==> src/hdl/fpdf_pkg.sv <==
// Shared types and constants for the fixed-point decimal formatter.
`default_nettype none
package fpdf_pkg;

    localparam int FRAC_BITS_DEF       = 16;
    localparam int MAX_FRAC_DIGITS_DEF = 8;
    localparam int VALUE_W             = 32;
    localparam int CHAR_W              = 8;
    localparam int CFG_W               = 4;
    localparam int MUL_W               = 32;

    localparam logic [CFG_W-1:0]  CFG_RESET = 4'd3;
    localparam logic [CHAR_W-1:0] CH_ZERO   = 8'h30;
    localparam logic [CHAR_W-1:0] CH_MINUS  = 8'h2D;
    localparam logic [CHAR_W-1:0] CH_DOT    = 8'h2E;

    // Exact reciprocal of ten for any 32-bit operand: q = (x * RECIP_10) >> RECIP_SHIFT.
    localparam logic [MUL_W-1:0] RECIP_10    = 32'hCCCC_CCCD;
    localparam int               RECIP_SHIFT = 35;
    localparam logic [MUL_W-1:0] TEN         = 32'd10;

    typedef enum logic [2:0] {
        ST_IDLE,
        ST_DIV,
        ST_DIGIT,
        ST_SIGN,
        ST_INT,
        ST_DOT,
        ST_FRAC
    } t_state;

    typedef enum logic {
        MUL_RECIP,
        MUL_TEN
    } t_mul_op;

    typedef struct packed {
        logic              valid;
        logic [CHAR_W-1:0] code;
        logic              last;
    } t_char;

endpackage
`default_nettype wire

==> src/hdl/fpdf_mul.sv <==
// Shared constant multiplier: divide-by-ten reciprocal or times-ten, registered product.
`default_nettype none
module fpdf_mul (
    input  wire logic                        i_clk,
    input  wire logic                        i_en,
    input  wire fpdf_pkg::t_mul_op           i_op,
    input  wire logic [fpdf_pkg::MUL_W-1:0]  i_a,
    output logic      [2*fpdf_pkg::MUL_W-1:0] o_prod
);

    logic [fpdf_pkg::MUL_W-1:0]   w_b;
    logic [2*fpdf_pkg::MUL_W-1:0] r_prod;

    always_comb begin
        case (i_op)
            fpdf_pkg::MUL_RECIP: w_b = fpdf_pkg::RECIP_10;
            fpdf_pkg::MUL_TEN:   w_b = fpdf_pkg::TEN;
            default:             w_b = fpdf_pkg::TEN;
        endcase
    end

    always_ff @(posedge i_clk) begin
        if (i_en) begin
            r_prod <= i_a * w_b;
        end
    end

    assign o_prod = r_prod;

endmodule
`default_nettype wire

==> src/hdl/fpdf_seq.sv <==
// Sequencer: splits the value, extracts integer digits and fraction digits, emits characters.
`default_nettype none
module fpdf_seq #(
    parameter int FRAC_BITS       = fpdf_pkg::FRAC_BITS_DEF,
    parameter int MAX_FRAC_DIGITS = fpdf_pkg::MAX_FRAC_DIGITS_DEF
) (
    input  wire logic                          i_clk,
    input  wire logic                          i_rst_n,
    input  wire logic                          i_in_valid,
    input  wire logic [fpdf_pkg::VALUE_W-1:0]  i_value,
    input  wire logic [fpdf_pkg::CFG_W-1:0]    i_frac_digits,
    output logic                               o_busy,
    input  wire logic                          i_emit_ok,
    output fpdf_pkg::t_char                    o_char
);

    localparam int INT_W      = fpdf_pkg::VALUE_W - 1 - FRAC_BITS;
    // Decimal digits of the largest integer part (log10(2) is about 1233/4096).
    localparam int INT_DIGITS = ((INT_W * 1233) >> 12) + 1;
    localparam int IDX_W      = $clog2(INT_DIGITS);
    localparam int CNT_W      = $clog2(INT_DIGITS + 1);
    localparam int ND_W       = $clog2(MAX_FRAC_DIGITS + 1);
    localparam int PROD_W     = 2 * fpdf_pkg::MUL_W;

    fpdf_pkg::t_state  r_state, n_state;
    fpdf_pkg::t_mul_op w_op;
    logic                        w_mul_en;
    logic [fpdf_pkg::MUL_W-1:0]  w_mul_a;
    logic [PROD_W-1:0]           w_prod;

    logic                  r_neg;
    logic [INT_W-1:0]      r_x;
    logic [FRAC_BITS-1:0]  r_frac;
    logic [ND_W-1:0]       r_nd;
    logic [ND_W-1:0]       r_k;
    logic [CNT_W-1:0]      r_cnt;
    logic [3:0]            r_digits [INT_DIGITS];

    logic                         w_accept;
    logic [fpdf_pkg::VALUE_W-1:0] w_mag;
    logic [INT_W-1:0]             w_q;
    logic [3:0]                   w_q4;
    logic [3:0]                   w_ten_q;
    logic [3:0]                   w_rem;
    logic [CNT_W-1:0]             w_rd_cnt;
    logic [3:0]                   w_frac_digit;
    logic                         w_frac_last;
    logic [ND_W-1:0]              w_nd;

    fpdf_mul u_mul (
        .i_clk  (i_clk),
        .i_en   (w_mul_en),
        .i_op   (w_op),
        .i_a    (w_mul_a),
        .o_prod (w_prod)
    );

    assign w_accept = (r_state == fpdf_pkg::ST_IDLE) && i_in_valid;
    assign o_busy   = (r_state != fpdf_pkg::ST_IDLE);

    // Magnitude; the most negative value saturates to the largest positive one.
    always_comb begin
        if (!i_value[fpdf_pkg::VALUE_W-1]) begin
            w_mag = i_value;
        end else if (i_value[fpdf_pkg::VALUE_W-2:0] == '0) begin
            w_mag = {1'b0, {(fpdf_pkg::VALUE_W-1){1'b1}}};
        end else begin
            w_mag = ~i_value + 1'b1;
        end
    end

    assign w_nd = (i_frac_digits > fpdf_pkg::CFG_W'(MAX_FRAC_DIGITS))
                ? ND_W'(MAX_FRAC_DIGITS) : ND_W'(i_frac_digits);

    // Quotient from the reciprocal product; the remainder only needs four bits
    // because it is known to be below ten.
    assign w_q      = w_prod[fpdf_pkg::RECIP_SHIFT +: INT_W];
    assign w_q4     = w_q[3:0];
    assign w_ten_q  = {w_q4[0], 3'b000} + {w_q4[2:0], 1'b0};
    assign w_rem    = r_x[3:0] - w_ten_q;
    assign w_rd_cnt = r_cnt - 1'b1;

    assign w_frac_digit = w_prod[FRAC_BITS +: 4];
    assign w_frac_last  = (ND_W'(r_k + 1'b1) == r_nd);

    // Next state.
    always_comb begin
        n_state = r_state;
        case (r_state)
            fpdf_pkg::ST_IDLE: begin
                if (i_in_valid) begin
                    n_state = fpdf_pkg::ST_DIV;
                end
            end
            fpdf_pkg::ST_DIV: begin
                n_state = fpdf_pkg::ST_DIGIT;
            end
            fpdf_pkg::ST_DIGIT: begin
                if (w_q != '0) begin
                    n_state = fpdf_pkg::ST_DIV;
                end else if (r_neg) begin
                    n_state = fpdf_pkg::ST_SIGN;
                end else begin
                    n_state = fpdf_pkg::ST_INT;
                end
            end
            fpdf_pkg::ST_SIGN: begin
                if (i_emit_ok) begin
                    n_state = fpdf_pkg::ST_INT;
                end
            end
            fpdf_pkg::ST_INT: begin
                if (i_emit_ok && r_cnt == CNT_W'(1)) begin
                    n_state = fpdf_pkg::ST_DOT;
                end
            end
            fpdf_pkg::ST_DOT: begin
                if (i_emit_ok) begin
                    n_state = (r_nd == '0) ? fpdf_pkg::ST_IDLE : fpdf_pkg::ST_FRAC;
                end
            end
            fpdf_pkg::ST_FRAC: begin
                if (i_emit_ok && w_frac_last) begin
                    n_state = fpdf_pkg::ST_IDLE;
                end
            end
            default: begin
                n_state = fpdf_pkg::ST_IDLE;
            end
        endcase
    end

    // Outputs: emitted character and multiplier control.
    always_comb begin
        o_char   = '0;
        w_mul_en = 1'b0;
        w_op     = fpdf_pkg::MUL_TEN;
        w_mul_a  = fpdf_pkg::MUL_W'(r_frac);
        case (r_state)
            fpdf_pkg::ST_IDLE: begin
                o_char = '0;
            end
            fpdf_pkg::ST_DIV: begin
                w_mul_en = 1'b1;
                w_op     = fpdf_pkg::MUL_RECIP;
                w_mul_a  = fpdf_pkg::MUL_W'(r_x);
            end
            fpdf_pkg::ST_DIGIT: begin
                w_mul_en = 1'b0;
            end
            fpdf_pkg::ST_SIGN: begin
                o_char.valid = 1'b1;
                o_char.code  = fpdf_pkg::CH_MINUS;
            end
            fpdf_pkg::ST_INT: begin
                o_char.valid = 1'b1;
                o_char.code  = fpdf_pkg::CH_ZERO
                             + fpdf_pkg::CHAR_W'(r_digits[w_rd_cnt[IDX_W-1:0]]);
            end
            fpdf_pkg::ST_DOT: begin
                // The first times-ten product is formed while the point goes out.
                o_char.valid = 1'b1;
                o_char.code  = fpdf_pkg::CH_DOT;
                o_char.last  = (r_nd == '0);
                w_mul_en     = 1'b1;
            end
            fpdf_pkg::ST_FRAC: begin
                o_char.valid = 1'b1;
                o_char.code  = fpdf_pkg::CH_ZERO + fpdf_pkg::CHAR_W'(w_frac_digit);
                o_char.last  = w_frac_last;
                w_mul_en     = i_emit_ok;
                w_mul_a      = fpdf_pkg::MUL_W'(w_prod[FRAC_BITS-1:0]);
            end
            default: begin
                o_char = '0;
            end
        endcase
    end

    always_ff @(posedge i_clk) begin
        if (!i_rst_n) begin
            r_state <= fpdf_pkg::ST_IDLE;
        end else begin
            r_state <= n_state;
        end
    end

    always_ff @(posedge i_clk) begin
        if (!i_rst_n) begin
            r_cnt <= '0;
            r_k   <= '0;
        end else if (w_accept) begin
            r_cnt <= '0;
            r_k   <= '0;
        end else if (r_state == fpdf_pkg::ST_DIGIT) begin
            r_cnt <= r_cnt + 1'b1;
        end else if (r_state == fpdf_pkg::ST_INT && i_emit_ok) begin
            r_cnt <= w_rd_cnt;
        end else if (r_state == fpdf_pkg::ST_FRAC && i_emit_ok) begin
            r_k <= r_k + 1'b1;
        end
    end

    always_ff @(posedge i_clk) begin
        if (w_accept) begin
            r_neg  <= i_value[fpdf_pkg::VALUE_W-1];
            r_x    <= w_mag[FRAC_BITS +: INT_W];
            r_frac <= w_mag[FRAC_BITS-1:0];
            r_nd   <= w_nd;
        end else if (r_state == fpdf_pkg::ST_DIGIT) begin
            r_x                       <= w_q;
            r_digits[r_cnt[IDX_W-1:0]] <= w_rem;
        end
    end

    a_idle_silent: assert property (@(posedge i_clk) disable iff (!i_rst_n)
        (r_state == fpdf_pkg::ST_IDLE) |-> !o_char.valid)
        else $error("character emitted while idle");

    a_rem_decimal: assert property (@(posedge i_clk) disable iff (!i_rst_n)
        (r_state == fpdf_pkg::ST_DIGIT) |-> (w_rem < 4'd10 && r_cnt < CNT_W'(INT_DIGITS)))
        else $error("integer digit out of range or digit store overflow");

    a_int_count: assert property (@(posedge i_clk) disable iff (!i_rst_n)
        (r_state == fpdf_pkg::ST_INT) |-> (r_cnt != '0))
        else $error("integer emission with empty digit store");

    a_frac_count: assert property (@(posedge i_clk) disable iff (!i_rst_n)
        (r_state == fpdf_pkg::ST_FRAC) |-> (r_k < r_nd && w_frac_digit < 4'd10))
        else $error("fraction digit count or value out of range");

    a_dot_follows: assert property (@(posedge i_clk) disable iff (!i_rst_n)
        ($past(r_state) == fpdf_pkg::ST_INT && r_state != fpdf_pkg::ST_INT)
        |-> (r_state == fpdf_pkg::ST_DOT))
        else $error("integer digits not followed by the point");

endmodule
`default_nettype wire

==> src/hdl/fixed_point_decimal_formatter_top.sv <==
// Top level of the fixed-point decimal formatter: configuration register and output register.
`default_nettype none
// Converts one signed fixed-point value (FRAC_BITS fraction bits) into its decimal text, one
// ASCII character per output word, with the final character flagged by o_last_char. The text
// is an optional '-', the integer digits without leading zeros, '.', then frac_digits fraction
// digits (truncated, clamped to MAX_FRAC_DIGITS). One value is converted at a time: after a
// value is taken, o_in_stall stays high until its last character has left the sequencer.
// Integer digits come from one shared constant multiplier that divides by ten; fraction digits
// reuse it as a times-ten unit, one digit per cycle unless the output stalls. The default
// format is Q15.16.
module fixed_point_decimal_formatter_top #(
    parameter int FRAC_BITS       = fpdf_pkg::FRAC_BITS_DEF,
    parameter int MAX_FRAC_DIGITS = fpdf_pkg::MAX_FRAC_DIGITS_DEF
) (
    input  wire logic                          i_clk,
    input  wire logic                          i_rst_n,
    input  wire logic                          i_in_valid,
    output logic                               o_in_stall,
    input  wire logic [fpdf_pkg::VALUE_W-1:0]  i_value,
    output logic                               o_out_valid,
    input  wire logic                          i_out_stall,
    output logic      [fpdf_pkg::CHAR_W-1:0]   o_char_code,
    output logic                               o_last_char,
    input  wire logic                          i_cfg_valid,
    output logic                               o_cfg_ready,
    input  wire logic [fpdf_pkg::CFG_W-1:0]    i_frac_digits
);

    logic [fpdf_pkg::CFG_W-1:0]  r_frac_digits;
    logic                        r_out_valid;
    logic [fpdf_pkg::CHAR_W-1:0] r_char_code;
    logic                        r_last_char;
    logic                        w_busy;
    logic                        w_emit_ok;
    fpdf_pkg::t_char             w_char;

    // A new word may enter the output register when it is empty or being taken.
    assign w_emit_ok   = !r_out_valid || !i_out_stall;
    assign o_cfg_ready = 1'b1;
    assign o_in_stall  = w_busy;

    fpdf_seq #(
        .FRAC_BITS       (FRAC_BITS),
        .MAX_FRAC_DIGITS (MAX_FRAC_DIGITS)
    ) u_seq (
        .i_clk         (i_clk),
        .i_rst_n       (i_rst_n),
        .i_in_valid    (i_in_valid),
        .i_value       (i_value),
        .i_frac_digits (r_frac_digits),
        .o_busy        (w_busy),
        .i_emit_ok     (w_emit_ok),
        .o_char        (w_char)
    );

    always_ff @(posedge i_clk) begin
        if (!i_rst_n) begin
            r_frac_digits <= fpdf_pkg::CFG_RESET;
        end else if (i_cfg_valid && o_cfg_ready) begin
            r_frac_digits <= i_frac_digits;
        end
    end

    always_ff @(posedge i_clk) begin
        if (!i_rst_n) begin
            r_out_valid <= 1'b0;
        end else if (w_emit_ok) begin
            r_out_valid <= w_char.valid;
        end
    end

    always_ff @(posedge i_clk) begin
        if (w_emit_ok && w_char.valid) begin
            r_char_code <= w_char.code;
            r_last_char <= w_char.last;
        end
    end

    assign o_out_valid = r_out_valid;
    assign o_char_code = r_char_code;
    assign o_last_char = r_last_char;

    a_stall_holds: assert property (@(posedge i_clk) disable iff (!i_rst_n)
        (r_out_valid && i_out_stall) |=> (r_out_valid && $stable(r_char_code)))
        else $error("stalled output word changed");

    a_busy_after_accept: assert property (@(posedge i_clk) disable iff (!i_rst_n)
        (i_in_valid && !o_in_stall) |=> o_in_stall)
        else $error("sequencer not busy after taking a value");

    a_last_ends_item: assert property (@(posedge i_clk) disable iff (!i_rst_n)
        (w_emit_ok && w_char.valid && w_char.last) |=> !o_in_stall)
        else $error("sequencer still busy after the last character");

endmodule
`default_nettype wire
==> config.mk <==
export PLATFORM = sky130hd
export DESIGN_NAME = fixed_point_decimal_formatter_top
export DESIGN_NICKNAME = d
export VERILOG_FILES = /design/src/hdl/fpdf_pkg.sv /design/src/hdl/fpdf_mul.sv /design/src/hdl/fpdf_seq.sv /design/src/hdl/fixed_point_decimal_formatter_top.sv
export SDC_FILE = /design/constraint.sdc
export NUM_CORES = 1
export LEC_CHECK = 0
export BUFFER_PORTS_ARGS = -buffer_cell sky130_fd_sc_hd__buf_2
export CORE_MARGIN = 2
export CORE_UTILIZATION = 49
export CTS_CLUSTER_SIZE = 20
export DETAILED_ROUTE_END_ITERATION = 6
export MAX_ROUTING_LAYER = met4
export PLACE_DENSITY = 0.66
export REMOVE_ABC_BUFFERS = 1
export SLEW_MARGIN = 15
export SYNTH_ARGS = -nofsm -noshare
export SYNTH_HDL_FRONTEND = slang
export SYNTH_SLANG_ARGS = --single-unit
export TNS_END_PERCENT = 5
==> constraint.sdc <==
create_clock -name i_clk -period 10.5 [get_ports i_clk]
set_input_delay 2.1 -clock i_clk [delete_from_list [all_inputs] [get_ports i_clk]]
set_output_delay 2.1 -clock i_clk [all_outputs]
set_load 0.02 [all_outputs]
== Word-level counts from Yosys, hierarchy flattened ==
Memory sizes are Yosys's and may differ from the RTL's.
Index checks and enable logic that the tools add are counted.

* Multiply operators: 1
* Add/subtract/negate cells: 8
* Mux-type cells: 24
* Eq/ne operators: 13
* Bitwise gates (word level): 4
* Order comparisons: 1
* Reductions and logical operators: 20

{| class="wikitable"
|+ Operators by type and width
! cell !! count
|-
| $pmux W32 S2 || 1
|-
| $mux W31 || 2
|-
| $mul A16 B32 Y48 || 1
|-
| $pmux W9 S4 || 1
|-
| $pmux W16 S2 || 1
|-
| $add A31 B1 Y31 const B || 1
|-
| $logic_not A31 Y1 || 1
|-
| $not A31 Y31 || 1
|-
| $mux W15 || 2
|-
| $mux W3 || 10
|-
| $pmux W3 S7 || 1
|-
| $reduce_bool A15 Y1 || 1
|-
| $add A6 B4 Y7 const A || 2
|-
| $eq A3 B3 Y1 const B || 3
|-
| $ne A2 B1 Y1 const B || 4
|-
| $eq A3 B1 Y1 const B || 2
|-
| $eq A3 B2 Y1 const B || 2
|-
| $logic_and A1 B1 Y1 || 6
|-
| $reduce_and A5 Y1 || 1
|-
| $add A4 B1 Y4 const B || 1
|-
| $add A4 B4 Y4 || 1
|-
| $eq A4 B4 Y1 || 1
|-
| $gt A4 B4 Y1 const B || 1
|-
| $logic_not A4 Y1 || 1
|-
| 14 further kinds || 23
|}

* Bits in registers: 108
* Memories: 1
* Bits in writable memories: 20

{| class="wikitable"
|+ Memories
! name !! depth !! bits a word !! rd ports !! clocked after memory_dff !! write ports !! line !! RTL
|-
| u_seq.r_digits || 5 || 4 || 1 || 0 || 1 || fpdf_seq.sv:37 || <nowiki>logic [3:0] r_digits [INT_DIGITS];</nowiki>
|}

== Longest topological paths before layout ==
Gate-level depths: netlist of the first run.

* Word-level depth: 5
* Depth in mapped cells: 27
* Gate-level depth less buffers: 25

== Cells and area by module ==
From an unflattened synthesis of the first run, not the netlist that was laid out.

* Cells, all modules: 2682
* Area, all modules: 26419.1 sq um

{| class="wikitable"
|+ By module, submodules not included
! module !! cells each !! area each (sq um) !! times used !! sequential area each (sq um)
|-
| fpdf_mul || 2224 || 21793.4 || 1 || 1921.8
|-
| fpdf_seq || 429 || 4151.5 || 1 || 1881.8
|-
| fixed_point_decimal_formatter_top || 29 || 474.2 || 1 || 370.4
|}

== Worst setup path after synthesis of the first run ==
OpenSTA, ideal clock, no wires.

* Path type: reg-to-reg
* From: reg u_seq.r_state[1]
* To: reg u_seq.u_mul.r_prod (netlist bit u_seq.u_mul.o_prod[47]) (data pin)
* Buffers on the path: 2
* Data arrival time: 6.257 ns
* Data required time: 10.228 ns
* Stages on the path, launching flop included: 24
* Setup slack: 3.971 ns
* Clock period less this slack: 6.529 ns
* Path through: dfxtp_1 -> nand2b_1 -> nor2_1 -> clkbuf_1 -> and2_1 -> ha_1 -> fa_1 -> inv_1 -> fa_1 -> inv_1 -> fa_1 -> inv_1 -> fa_1 -> inv_1 -> fa_1 -> inv_1 -> ha_1 -> clkbuf_1 -> nand2_1 -> or4_1 -> o211ai_1 -> o21ai_0 -> o21ai_0 -> o211ai_1

* Word-level cells in the longest chain between the ends: 4
* Elaborated cells between the ends (all ways): 6
* Classes of those cells: mul: 1; eq/ne: 2; mux: 3

{| class="wikitable"
|+ RTL lines
! item !! line !! RTL
|-
| start, declared || fpdf_seq.sv:25 || <nowiki>fpdf_pkg::t_state r_state, n_state;</nowiki>
|-
| start signal, assigned || fpdf_seq.sv:182 || <nowiki>r_state <= fpdf_pkg::ST_IDLE;</nowiki>
|-
| start signal, assigned || fpdf_seq.sv:184 || <nowiki>r_state <= n_state;</nowiki>
|-
| $eq A3 B1 Y1 || fpdf_seq.sv:139 || <nowiki>case (r_state)</nowiki>
|-
| $mux W1 || fpdf_seq.sv:139 ||
|-
| $pmux W32 S2 || fpdf_mul.sv:15 || <nowiki>case (i_op)</nowiki>
|-
| $mul A16 B32 Y48 (*) || fpdf_mul.sv:24 || <nowiki>r_prod <= i_a * w_b;</nowiki>
|-
| end signal, assigned || fpdf_mul.sv:24 ||
|-
| end, declared || fpdf_mul.sv:12 || <nowiki>logic [2*fpdf_pkg::MUL_W-1:0] r_prod;</nowiki>
|}

Every way passes the cells marked *; elsewhere a longest branch is shown, timed or not. The select of a mux whose other input is x is not followed.
A chain may end at the register's enable or synchronous reset.

== Worst setup path after layout of the first run ==
* From: reg u_seq.r_state[2]
* To: reg u_seq.u_mul.r_prod (netlist bit u_seq.u_mul.o_prod[47]) (data pin)

The elaborated chain is that of the path after synthesis.

==> results of run 1 <==
-- cells in the mapped netlist, types with 3 or more instances --
library cell | count | share of area [%]
a211oi_1 | 11 | 0.70
a21o_1 | 10 | 0.63
a21oi_1 | 66 | 2.8
a221oi_1 | 5 | 0.37
a22o_1 | 7 | 0.52
a22oi_1 | 11 | 0.70
a31oi_1 | 5 | 0.26
and2_1 | 11 | 0.58
and3_1 | 6 | 0.32
buf_4 | 3 | 0.19
clkbuf_1 | 30 | 0.95
dfxtp_1 | 15 | 2.5
edfxtp_1 | 96 | 24
fa_1 | 107 | 18
ha_1 | 157 | 17
inv_1 | 229 | 7.3
mux2_2 | 3 | 0.29
mux2i_1 | 8 | 0.68
mux4_2 | 4 | 0.76
nand2_1 | 98 | 3.1
nand2b_1 | 23 | 1.2
nand3_1 | 16 | 0.68
nand4_1 | 5 | 0.26
nor2_1 | 65 | 2.1
nor2b_1 | 8 | 0.42
nor3_1 | 8 | 0.34
nor4_1 | 13 | 0.69
o211ai_1 | 8 | 0.51
o21a_1 | 9 | 0.57
o21ai_0 | 47 | 2.0
o221ai_1 | 4 | 0.30
o31ai_1 | 8 | 0.51
o41ai_1 | 5 | 0.37
or2_2 | 5 | 0.26
or3_1 | 4 | 0.21
or4_1 | 4 | 0.25
xnor2_1 | 32 | 2.4
xor2_1 | 38 | 2.8
-- worst max-delay path: cells and delay by family, from the launching register on --
kind	cells	cell delay [ns]
fa+ha+maj	7	3.37
simple gates	6	2.02
compound gates	5	1.36
flops	1	0.56
buf+inv	4	0.20
-- area by class of cell --
type                            count  area share, %
Multi-Input combinational cell    852           60.4
Sequential cell                   111           25.1
Inverter                          229           6.77
Tap cell                          319           3.14
Timing Repair Buffer               52           2.11
Clock buffer                       10           1.80
Clock inverter                      6          0.660
-- per-stage QoR --
| stage | area, um^2 | util, % |
|---|---|---|
| finish | 12700 | 53.8 |
| global route | 12700 | 53.8 |
| CTS | 12700 | 53.8 |
| detailed placement | 12400 | 52.4 |
| global placement | 12400 | 52.4 |
| floorplan | 11700 | - |
-- cells by family after synthesis --
kind of cell	count (synthesis)	synth area share [%]
flops	111	26.9
simple gates	278	11.3
compound gates	214	11.5
xor+xnor	70	5.18
other cells	2	0.0634
mux	15	1.72
buf+inv	264	8.59
fa+ha+maj	264	34.7
-- layout by cell type, fill, tap and decap left out, types with 13 or more instances in the layout --
master,count
fa_1,107
xnor2_1,32
nor2_1,65
xor2_1,38
a21oi_1,66
nor4_1,13
ha_1,157
dfxtp_1,15
edfxtp_1,96
inv_1,229
nand2_1,98
buf_2,49
nand2b_1,23
nand3_1,16
o21ai_0,47
-- sequential cells by signal, indices dropped and copies added (netlist names) --
name	cells
u_seq.u_mul.o_prod	33
u_seq.r_digits	20
u_seq.r_frac	16
u_seq.r_x	15
o_char_code	6
r_frac_digits	4
u_seq.r_k	4
u_seq.r_nd	4
u_seq.r_cnt	3
u_seq.r_state	3
o_last_char	1
o_out_valid	1
u_seq.r_neg	1
-- layer usage --
layer | track usage (%) | wire length (um) | vias to the layer above | share of wire [%]
met5 | - | 0 | - | 0
met4 | 4.50 | 509 | 0 | 1.7
met3 | 3.80 | 1560 | 30 | 5.2
met2 | 39.7 | 14200 | 224 | 48
met1 | 33.6 | 13400 | 4217 | 45
li1 | - | - | 4158 | -
-- path summary, 6_finish.rpt --
| path | end | from |
|---|---|---|
| min reg2reg | u_seq.r_k[1] | u_seq.r_k[1] |
| max reg2reg | u_seq.u_mul.o_prod[47] | u_seq.r_state[2] |
| min | u_seq.r_k[1] | u_seq.r_k[1] |
| max | u_seq.u_mul.o_prod[47] | u_seq.r_state[2] |
==> results.rst, run 1 <==
.. list-table::
   :header-rows: 1

   * - Metric
     - Value
   * - Outcome
     - complete, no violations
   * - Post-route minimum period
     - around 7.8 ns
   * - Standard cell with the maximum stage delay on the critical path
     - and2_1
   * - Worst reg2reg path depth
     - 22
   * - Clock Tree Buf Depth
     - 2
   * - Post-synthesis register bit count
     - around 110
   * - Critical path, cell by cell
     - nor2b_1 -> and2_1 -> nor2_1 -> a22oi_1 -> nand2_1 -> ha_1 -> fa_1 -> inv_1 -> fa_1 -> inv_1 -> fa_1 -> inv_1 -> fa_1 -> fa_1 -> inv_1 -> ha_1 -> nand2_1 -> or4_1 -> o211ai_1 -> o21ai_0 -> o21ai_0 -> o211ai_1
   * - Count of flip-flops with a built-in enable after synthesis
     - 96
   * - Asr flop ratio synth
     - 0%
   * - YS warnings
     - 0
   * - Sum of negative setup slack
     - 0 ns
   * - Worst-case register-to-register setup slack
     - 2.70 ns
   * - Final period utilization
     - approximately three quarters
   * - Post-DR wirelength/cell
     - around 19 um
   * - Post-synth design cell area
     - about 12000 um^2
   * - Via total after detailed routing
     - between 8000 and 9000
   * - Endpoint class of the critical path
     - register
   * - Routability-driven placement congestion ratio
     - 0.987
   * - Global-route wire length before repair
     - 47400 um
   * - Count of TritonRoute iterations in the first routing pass
     - 5
   * - Post-CTS Setup Inserts
     - 0
   * - Count of pins over their slew limit
     - 0
   * - Worst min path class
     - reg -> reg
   * - Net count, final
     - between 1500 and 2000
   * - Setup slack after placement
     - between 2 and 3 ns
   * - Count of final setup violators
     - 0
   * - Layout Cells excl Fill
     - between 1500 and 2000
   * - Largest net degree at the start of global routing
     - 38
   * - Layout filler cell count
     - around 2200
   * - WL final
     - between 20000 and 30000 um
   * - Total clock sinks
     - 111
   * - Initial antenna violation count
     - 1
   * - Cell repeated most along the worst path
     - fa_1
   * - Number of nets with antenna violations after detailed routing
     - 0
   * - Post-synth cell types
     - 61
   * - Port buffer count
     - between 40 and 50
   * - Starting density of the core
     - between 50 and 60%
   * - Area added between synthesis and finish
     - 7.23%
   * - Top-level I/O count
     - 53
   * - Number of cells on the worst hold path
     - 2
   * - Kind of start point of the critical path
     - register
   * - Core area
     - ~24000 um^2
   * - Max Fclk
     - about 130 MHz
   * - Top fanout value on the critical path
     - 21
   * - Number of gates resized after cts
     - 0
   * - Number of failing hold endpoints at the final stage
     - 0
   * - Post-route DRC violation count
     - 0
   * - Vias per std cell
     - 5.46
   * - Storage cell area
     - about 3200 um^2
   * - Final antenna diode count
     - 0
   * - Number of cells after detailed placement
     - 1563
   * - Fraction of final layout cells sized beyond drive strength 1
     - 6.90%
   * - Number of buffers inserted by hold repair at cts
     - 0
   * - CTS root buffer
     - clkbuf_16
   * - GRT Overall Usage
     - 24.7%
   * - Final Skew
     - approximately 0.013 ns
   * - HPWL Detailed
     - about 25000 um
   * - Area of combinational cells with multiple inputs
     - about 7700 um^2
   * - Worst Path Class, Setup
     - reg -> reg
   * - Sequential share of the synthesized area
     - between 20% and 30%
   * - Worst Slack Setup Final
     - 2.70 ns
   * - TritonCTS buffer count
     - 9
   * - Clock tree from TritonCTS
     - done
   * - Data arrival, critical path
     - 7.89 ns
   * - Vias in the first global route
     - between 8000 and 9000
   * - Vertical extent of the die
     - around 160 um
   * - CTS HTree Levels
     - 3
   * - Clock edge transition at the registers on the reported setup and hold paths
     - around 0.08 ns
   * - Critical path data required time
     - between 10 and 15 ns
   * - Row count
     - 56
   * - Post-synthesis area per instance
     - just under 10 um^2
   * - Chip width
     - ~160 um
   * - DRT iter0 DRCs
     - about 580
   * - Worst Hold Margin
     - 0.485 ns
   * - Largest stage delay on the critical path
     - around 0.68 ns
   * - Setup repair after global routing missed its margin
     - no
   * - Synth Flop Type
     - edfxtp_1
   * - Instance count of the mapped netlist
     - approximately 1200
   * - Maximum Capacitance Violations
     - 0
   * - Worst slew margin relative to its limit
     - between 20% and 30%
   * - Total Die Area
     - between 20000 and 30000 um^2
   * - Worst-skew pair later-pin latency
     - between 0.3 and 0.4 ns
   * - GRT overflow
     - 0
   * - Slew @ Worst Pin
     - 1.11 ns
Power of run 1 is not shown: default switching activity piles up to over one toggle a cycle in this logic, so the estimate is an artifact.
==> inputs of run 2 (changes only) <==
PLACE_DENSITY = 0.68   (was 0.66)
clock period = 6.5 ns   (was 10.5 ns; I/O delays follow)
==> run 2 against run 1 <==
  * Non-clock buffer count grew 53
  * Critical path depth grew 1
  * Final area grew 4.7%
  * Utilization grew 2.5 points
  * Routed wire length shrank 2.1%
  * First-iteration DRC count grew 25%
  * Critical path type unchanged
  * Global-route usage shrank 1.1 points
  * Sequential share of layout area shrank 1.1 points
  * Via count grew 2.6%
  * Setup slack lost 2.6 ns
==> results.rst, run 2 (same netlist as run 1, synthesis figures left out) <==
.. list-table::
   :header-rows: 1

   * - Metric
     - Value
   * - Starting density of the core
     - between 50 and 60%
   * - Worst min path class
     - reg -> reg
   * - Worst Path Class, Setup
     - reg -> reg
   * - Total clock sinks
     - between 100 and 150
   * - Clock tree from TritonCTS
     - done
   * - Maximum Capacitance Violations
     - 0
   * - Global-route wire length before repair
     - 45900 um
   * - Chip width
     - 159 um
   * - Outcome
     - complete, no violations
   * - Count of final setup violators
     - 0
   * - Worst r2r src
     - u_seq.r_state[1]
   * - Commonest non-fill, non-tap cell in the layout
     - inv_1
   * - Layout filler cell count
     - around 2100
   * - Final antenna diode count
     - 0
   * - Worst reg2reg path depth
     - 23
   * - Count of TritonRoute iterations in the first routing pass
     - 5
   * - Post-route DRC violation count
     - 0
   * - Routability-driven placement congestion ratio
     - around 1
   * - WL final
     - a little under 30000 um
   * - Vertical extent of the die
     - 159 um
   * - CTS root buffer
     - clkbuf_16
   * - DRT iter0 DRCs
     - just over 700
   * - Slew @ Worst Pin
     - 0.915 ns
   * - GRT overflow
     - 0
   * - HPWL Detailed
     - around 24000 um
   * - Top fanout value on the critical path
     - 14
   * - Worst Slack Setup Final
     - ~0.085 ns
   * - Endpoint of the lowest-slack register-to-register path
     - u_seq.u_mul.o_prod[43]
   * - Final Skew
     - about 0.012 ns
   * - Count of pins over their slew limit
     - 0
   * - Initial antenna violation count
     - 0
   * - Number of nets with antenna violations after detailed routing
     - 0
   * - Net count, final
     - approximately 1600
   * - Vias per std cell
     - 5.43
   * - Kind of start point of the critical path
     - register
   * - Worst slew margin relative to its limit
     - between 30% and 40%
   * - Worst-skew pair later-pin latency
     - between 0.3 and 0.4 ns
   * - Final period utilization
     - a little over nine tenths
   * - Vias in the first global route
     - just under 9000
   * - Fraction of final layout cells sized beyond drive strength 1
     - between 10% and 20%
   * - Largest net degree at the start of global routing
     - 38
   * - Worst setup path start
     - u_seq.r_state[1]
   * - Setup slack after placement
     - -0.0193 ns
   * - CTS HTree Levels
     - 3
   * - Leading cell types in the layout, fill and taps excluded
     - 229 x inv_1, 149 x ha_1, 105 x fa_1
   * - Endpoint class of the critical path
     - register
   * - Setup repair after global routing missed its margin
     - yes
   * - Port buffer count
     - roughly 50
   * - Clock Tree Buf Depth
     - 2
   * - Worst-case register-to-register setup slack
     - between 0.08 and 0.09 ns
   * - Area added between synthesis and finish
     - 12.3%
   * - Clock edge transition at the registers on the reported setup and hold paths
     - 0.08 ns
   * - Post-route minimum period
     - about 6.4 ns
   * - Core area
     - ~24000 um^2
   * - Data arrival, critical path
     - roughly 6.5 ns
   * - Number of failing hold endpoints at the final stage
     - 0
   * - Critical Path End
     - u_seq.u_mul.o_prod[43]
   * - Top-level I/O count
     - between 50 and 60
   * - GRT Overall Usage
     - between 20% and 30%
   * - TritonCTS buffer count
     - 9
   * - Post-DR wirelength/cell
     - roughly 18 um
   * - Number of flip-flops in the largest register
     - 33
   * - Critical path data required time
     - ~6.6 ns
   * - Max Fclk
     - ~160 MHz
   * - Number of buffers inserted by hold repair at cts
     - 0
   * - Via total after detailed routing
     - approximately 9000
   * - Total Die Area
     - about 25000 um^2
   * - Row count
     - 56
## run 2: critical path: stages, from the launching register on
cell and delay (ns):
dfxtp_1 0.33, nand2b_1 0.17, nor2_2 0.18, buf_4 0.14, nor2_2 0.05, buf_6 0.15, a22o_1 0.21, nand2b_1 0.15
ha_1 0.31, fa_1 0.51, fa_1 0.56, fa_1 0.52, inv_1 0.05, fa_1 0.43, inv_1 0.09, fa_1 0.44
ha_4 0.32, nand2_1 0.10, or4_1 0.55, o211ai_1 0.27, buf_4 0.21, o211ai_1 0.14, nand2b_1 0.17, xor2_2 0.10
## run 2: worst min-delay path by stage
stage / start / end / slack [ns] / cells past startpoint
floorplan: r_frac_digits[0] / r_frac_digits[0] / 0.43 / 2
global placement: r_frac_digits[1] / r_frac_digits[1] / 0.45 / 2
detailed placement: r_frac_digits[0] / r_frac_digits[0] / 0.45 / 2
CTS: r_frac_digits[0] / r_frac_digits[0] / 0.48 / 2
global route: u_seq.r_k[1] / u_seq.r_k[1] / 0.50 / 2
finish: r_frac_digits[0] / r_frac_digits[0] / 0.48 / 2
## run 2: repair_timing
action,4_1_cts,5_1_grt
pin swaps,1,16
setup endpoints to repair,4,15
gates cloned,0,1
setup buffers,0,5
gates resized for setup,5,45
## run 2: layer usage
layer	part of all wire, %	track usage [%]	up-vias
li1	-	-	4271
met1	45	32.1	4323
met2	48	37.8	227
met3	4.8	2.68	35
met4	2.6	6.07	0
met5	0	-	-
## run 2: cell type report
cell class | instances | area [um^2] | share of cell area, %
Multi-Input combinational cell | 852 | 7890 | 59.4
Sequential cell | 111 | 3180 | 23.9
Tap cell | 319 | 399 | 3.00
Clock inverter | 7 | 62.6 | 0.471
Inverter | 229 | 860 | 6.47
Timing Repair Buffer | 105 | 671 | 5.05
Clock buffer | 9 | 225 | 1.69
## run 2: per-stage QoR
step | std cells | utilization [%] | hold WS, ns | setup TNS (ns) | cell area, um^2
floorplan | 1192 | - | 0.432 | -0.943 | 11700
finish | 1632 | 56.3 | 0.479 | 0 | 13300
detailed placement | 1610 | 53.9 | 0.455 | -0.0237 | 12700
CTS | 1626 | 55.2 | 0.480 | 0 | 13000
global placement | 1610 | 53.9 | 0.451 | 0 | 12700
global route | 1632 | 56.3 | 0.498 | -0.395 | 13300
Power of run 2 is left out for the same reason.
==> inputs of run 3 (changes only) <==
CORE_UTILIZATION = 55   (was 49)
PLACE_DENSITY = 0.75   (was 0.68)
==> run 3 against run 2 <==
  * The run now ends with DRC left
  * Highest routed layer unchanged
  * Setup slack improved by 0.061 ns
  * Non-clock buffer count shrank 2
  * Register-to-register slack improved by 0.06 ns
  * Worst hold slack about the same
  * Sequential share of layout area is 0.18 points higher
  * Clock-buffer cell count stayed put
  * Routed wire length rose by 0.90%
  * Clock skew fell by 0.0013 ns
  * Maximum frequency increased by 0.96%
  * Utilization rose by 6.3 points
  * Critical path depth grew 2
  * Final area down 0.70%
==> results.rst, run 3 (same netlist as run 1, synthesis figures left out) <==
.. list-table::
   :header-rows: 1

   * - Metric
     - Value
   * - Outcome
     - complete, but fails checks
   * - Violations in the final reports
     - DRC
   * - Worst setup path start
     - u_seq.r_state[1]
   * - Kind of start point of the critical path
     - register
   * - Post-DP Area
     - around 13000 um^2
   * - Top-level I/O count
     - 53
   * - Finished layout cell area
     - about 13000 um^2
   * - Commonest non-fill, non-tap cell in the layout
     - inv_1
   * - TritonCTS buffer count
     - 9
   * - WL final
     - 29300 um
   * - Row count
     - 53
   * - Via total after detailed routing
     - just under 9000
   * - Starting density of the core
     - about 56%
   * - Worst min path class
     - reg -> reg
   * - Total clock sinks
     - about 110
   * - Worst Path Class, Setup
     - reg -> reg
   * - Fraction of final layout cells sized beyond drive strength 1
     - 13.3%
   * - Net count, final
     - roughly 1600
   * - Count of pins over their slew limit
     - 0
   * - Share of the core filled with cells
     - 62.6%
   * - Setup repair after global routing missed its margin
     - yes
   * - Number of cells on the worst hold path
     - 2
   * - Number of failing hold endpoints at the final stage
     - 0
   * - GRT overflow
     - 0
   * - HPWL Detailed
     - 25000 um
   * - Maximum Capacitance Violations
     - 0
   * - Top fanout value on the critical path
     - 15
   * - Leading cell types in the layout, fill and taps excluded
     - 229 x inv_1, 150 x ha_1, 103 x fa_1
   * - Number of buffers inserted by hold repair at cts
     - 0
   * - Post-route DRC violation count
     - 1
   * - Post-CTS Setup Inserts
     - 0
   * - Slew @ Worst Pin
     - approximately 0.9 ns
   * - Routability-driven placement congestion ratio
     - 0.960
   * - Number of flip-flops in the largest register
     - 33
   * - Post-DR wirelength/cell
     - ~18 um
   * - Post-route minimum period
     - 6.35 ns
   * - Final antenna diode count
     - 0
   * - Critical path data required time
     - approximately 6.6 ns
   * - Clock tree from TritonCTS
     - done
   * - GRT Overall Usage
     - between 20% and 30%
   * - Worst reg2reg path depth
     - 25
   * - Final Skew
     - about 0.011 ns
   * - Count of TritonRoute iterations in the first routing pass
     - 7
   * - CTS root buffer
     - clkbuf_16
   * - Clock edge transition at the registers on the reported setup and hold paths
     - 0.08 ns
   * - Endpoint class of the critical path
     - register
   * - Data arrival, critical path
     - about 6.5 ns
   * - Chip width
     - roughly 150 um
   * - Worst-skew pair later-pin latency
     - approximately 0.36 ns
   * - Max Fclk
     - between 150 and 200 MHz
   * - Worst slew margin relative to its limit
     - about two fifths
   * - Final period utilization
     - a little over nine tenths
   * - Worst-case register-to-register setup slack
     - approximately 0.15 ns
   * - Initial antenna violation count
     - 0
   * - Largest net degree at the start of global routing
     - 38
   * - Vias per std cell
     - around 5.6
   * - Storage cell area
     - roughly 3200 um^2
   * - Count of final setup violators
     - 0
   * - Vias in the first global route
     - just under 9000
   * - Clock Tree Buf Depth
     - 2
   * - DRT iter0 DRCs
     - about 650
   * - Total Die Area
     - approximately 23000 um^2
   * - Core area
     - between 20000 and 25000 um^2
   * - Number of nets with antenna violations after detailed routing
     - 0
   * - Min-Delay Endpoint
     - r_frac_digits[1]
   * - Endpoint of the lowest-slack register-to-register path
     - u_seq.u_mul.o_prod[42]
   * - Worst r2r src
     - u_seq.r_state[1]
   * - CTS HTree Levels
     - 3
   * - Source of the worst hold timing path
     - r_frac_digits[1]
   * - Global-route wire length before repair
     - between 40000 and 50000 um
   * - Area added between synthesis and finish
     - 11.5%
   * - Area of combinational cells with multiple inputs
     - approximately 7800 um^2
   * - Port buffer count
     - slightly below 50
   * - Layout filler cell count
     - 1762
   * - Vertical extent of the die
     - roughly 150 um
==> run 3: through the flow <==
stage                     hold WS, ns  setup slack (ns)  setup TNS (ns)  cells
after global routing            0.487           -0.0801          -0.284   1586
after floorplan                 0.432            -0.276          -0.943   1192
final                           0.479             0.146               0   1586
after detailed placement        0.463            0.0140               0   1570
after global placement          0.465            0.0548               0   1570
after CTS                       0.481           -0.0316         -0.0575   1586
==> run 3: what timing repair did <==
| item | in CTS | in global routing |
|---|---|---|
| gates resized for setup | 3 | 47 |
| endpoints found under the setup margin | 5 | 14 |
| pin swaps | 0 | 4 |
| cloned | 0 | 0 |
==> run 3: layout make-up <==
cell class	instances	share of cell area (%)
Multi-Input combinational cell	852	59.4
Sequential cell	111	24.1
Inverter	229	6.51
Timing Repair Buffer	103	5.11
Tap cell	275	2.61
Clock buffer	9	1.71
Clock inverter	7	0.540
==> run 3: how the worst max path moves through the flow <==
stage	endpoint	slack, ns	cells after the start
final	u_seq.u_mul.o_prod[42]	0.15	25
after global routing	u_seq.u_mul.o_prod[42]	-0.08	25
after CTS	u_seq.u_mul.o_prod[44]	-0.03	23
after detailed placement	u_seq.u_mul.o_prod[45]	0.01	21
after global placement	u_seq.u_mul.o_prod[44]	0.05	23
after floorplan	u_seq.u_mul.o_prod[47]	-0.28	22
==> run 3: worst max-delay path: stages (launching register included) <==
cell and delay [ns]:
dfxtp_1 0.32, nand2b_1 0.19, nor2_4 0.16, buf_8 0.16
nand2_1 0.10, buf_4 0.17, inv_1 0.08, ha_2 0.20
fa_2 0.47, inv_1 0.09, fa_2 0.47, fa_1 0.54
inv_1 0.05, fa_1 0.50, inv_1 0.05, fa_1 0.58
inv_1 0.07, ha_1 0.33, buf_4 0.16, nand4_1 0.14
buf_4 0.16, o221ai_1 0.17, or2_2 0.36, and3_1 0.21
a21o_1 0.21, xor2_1 0.15
==> run 3: layer usage <==
layer	vias to the layer above	wire, um	global-route usage [%]	part of all wire [%]
li1	4259	-	-	-
met1	4310	13200	37.4	45
met2	246	13900	44.2	47
met3	50	1570	4.24	5.3
met4	0	642	6.54	2.2
met5	-	0	-	0
Power of run 3 is left out for the same reason.
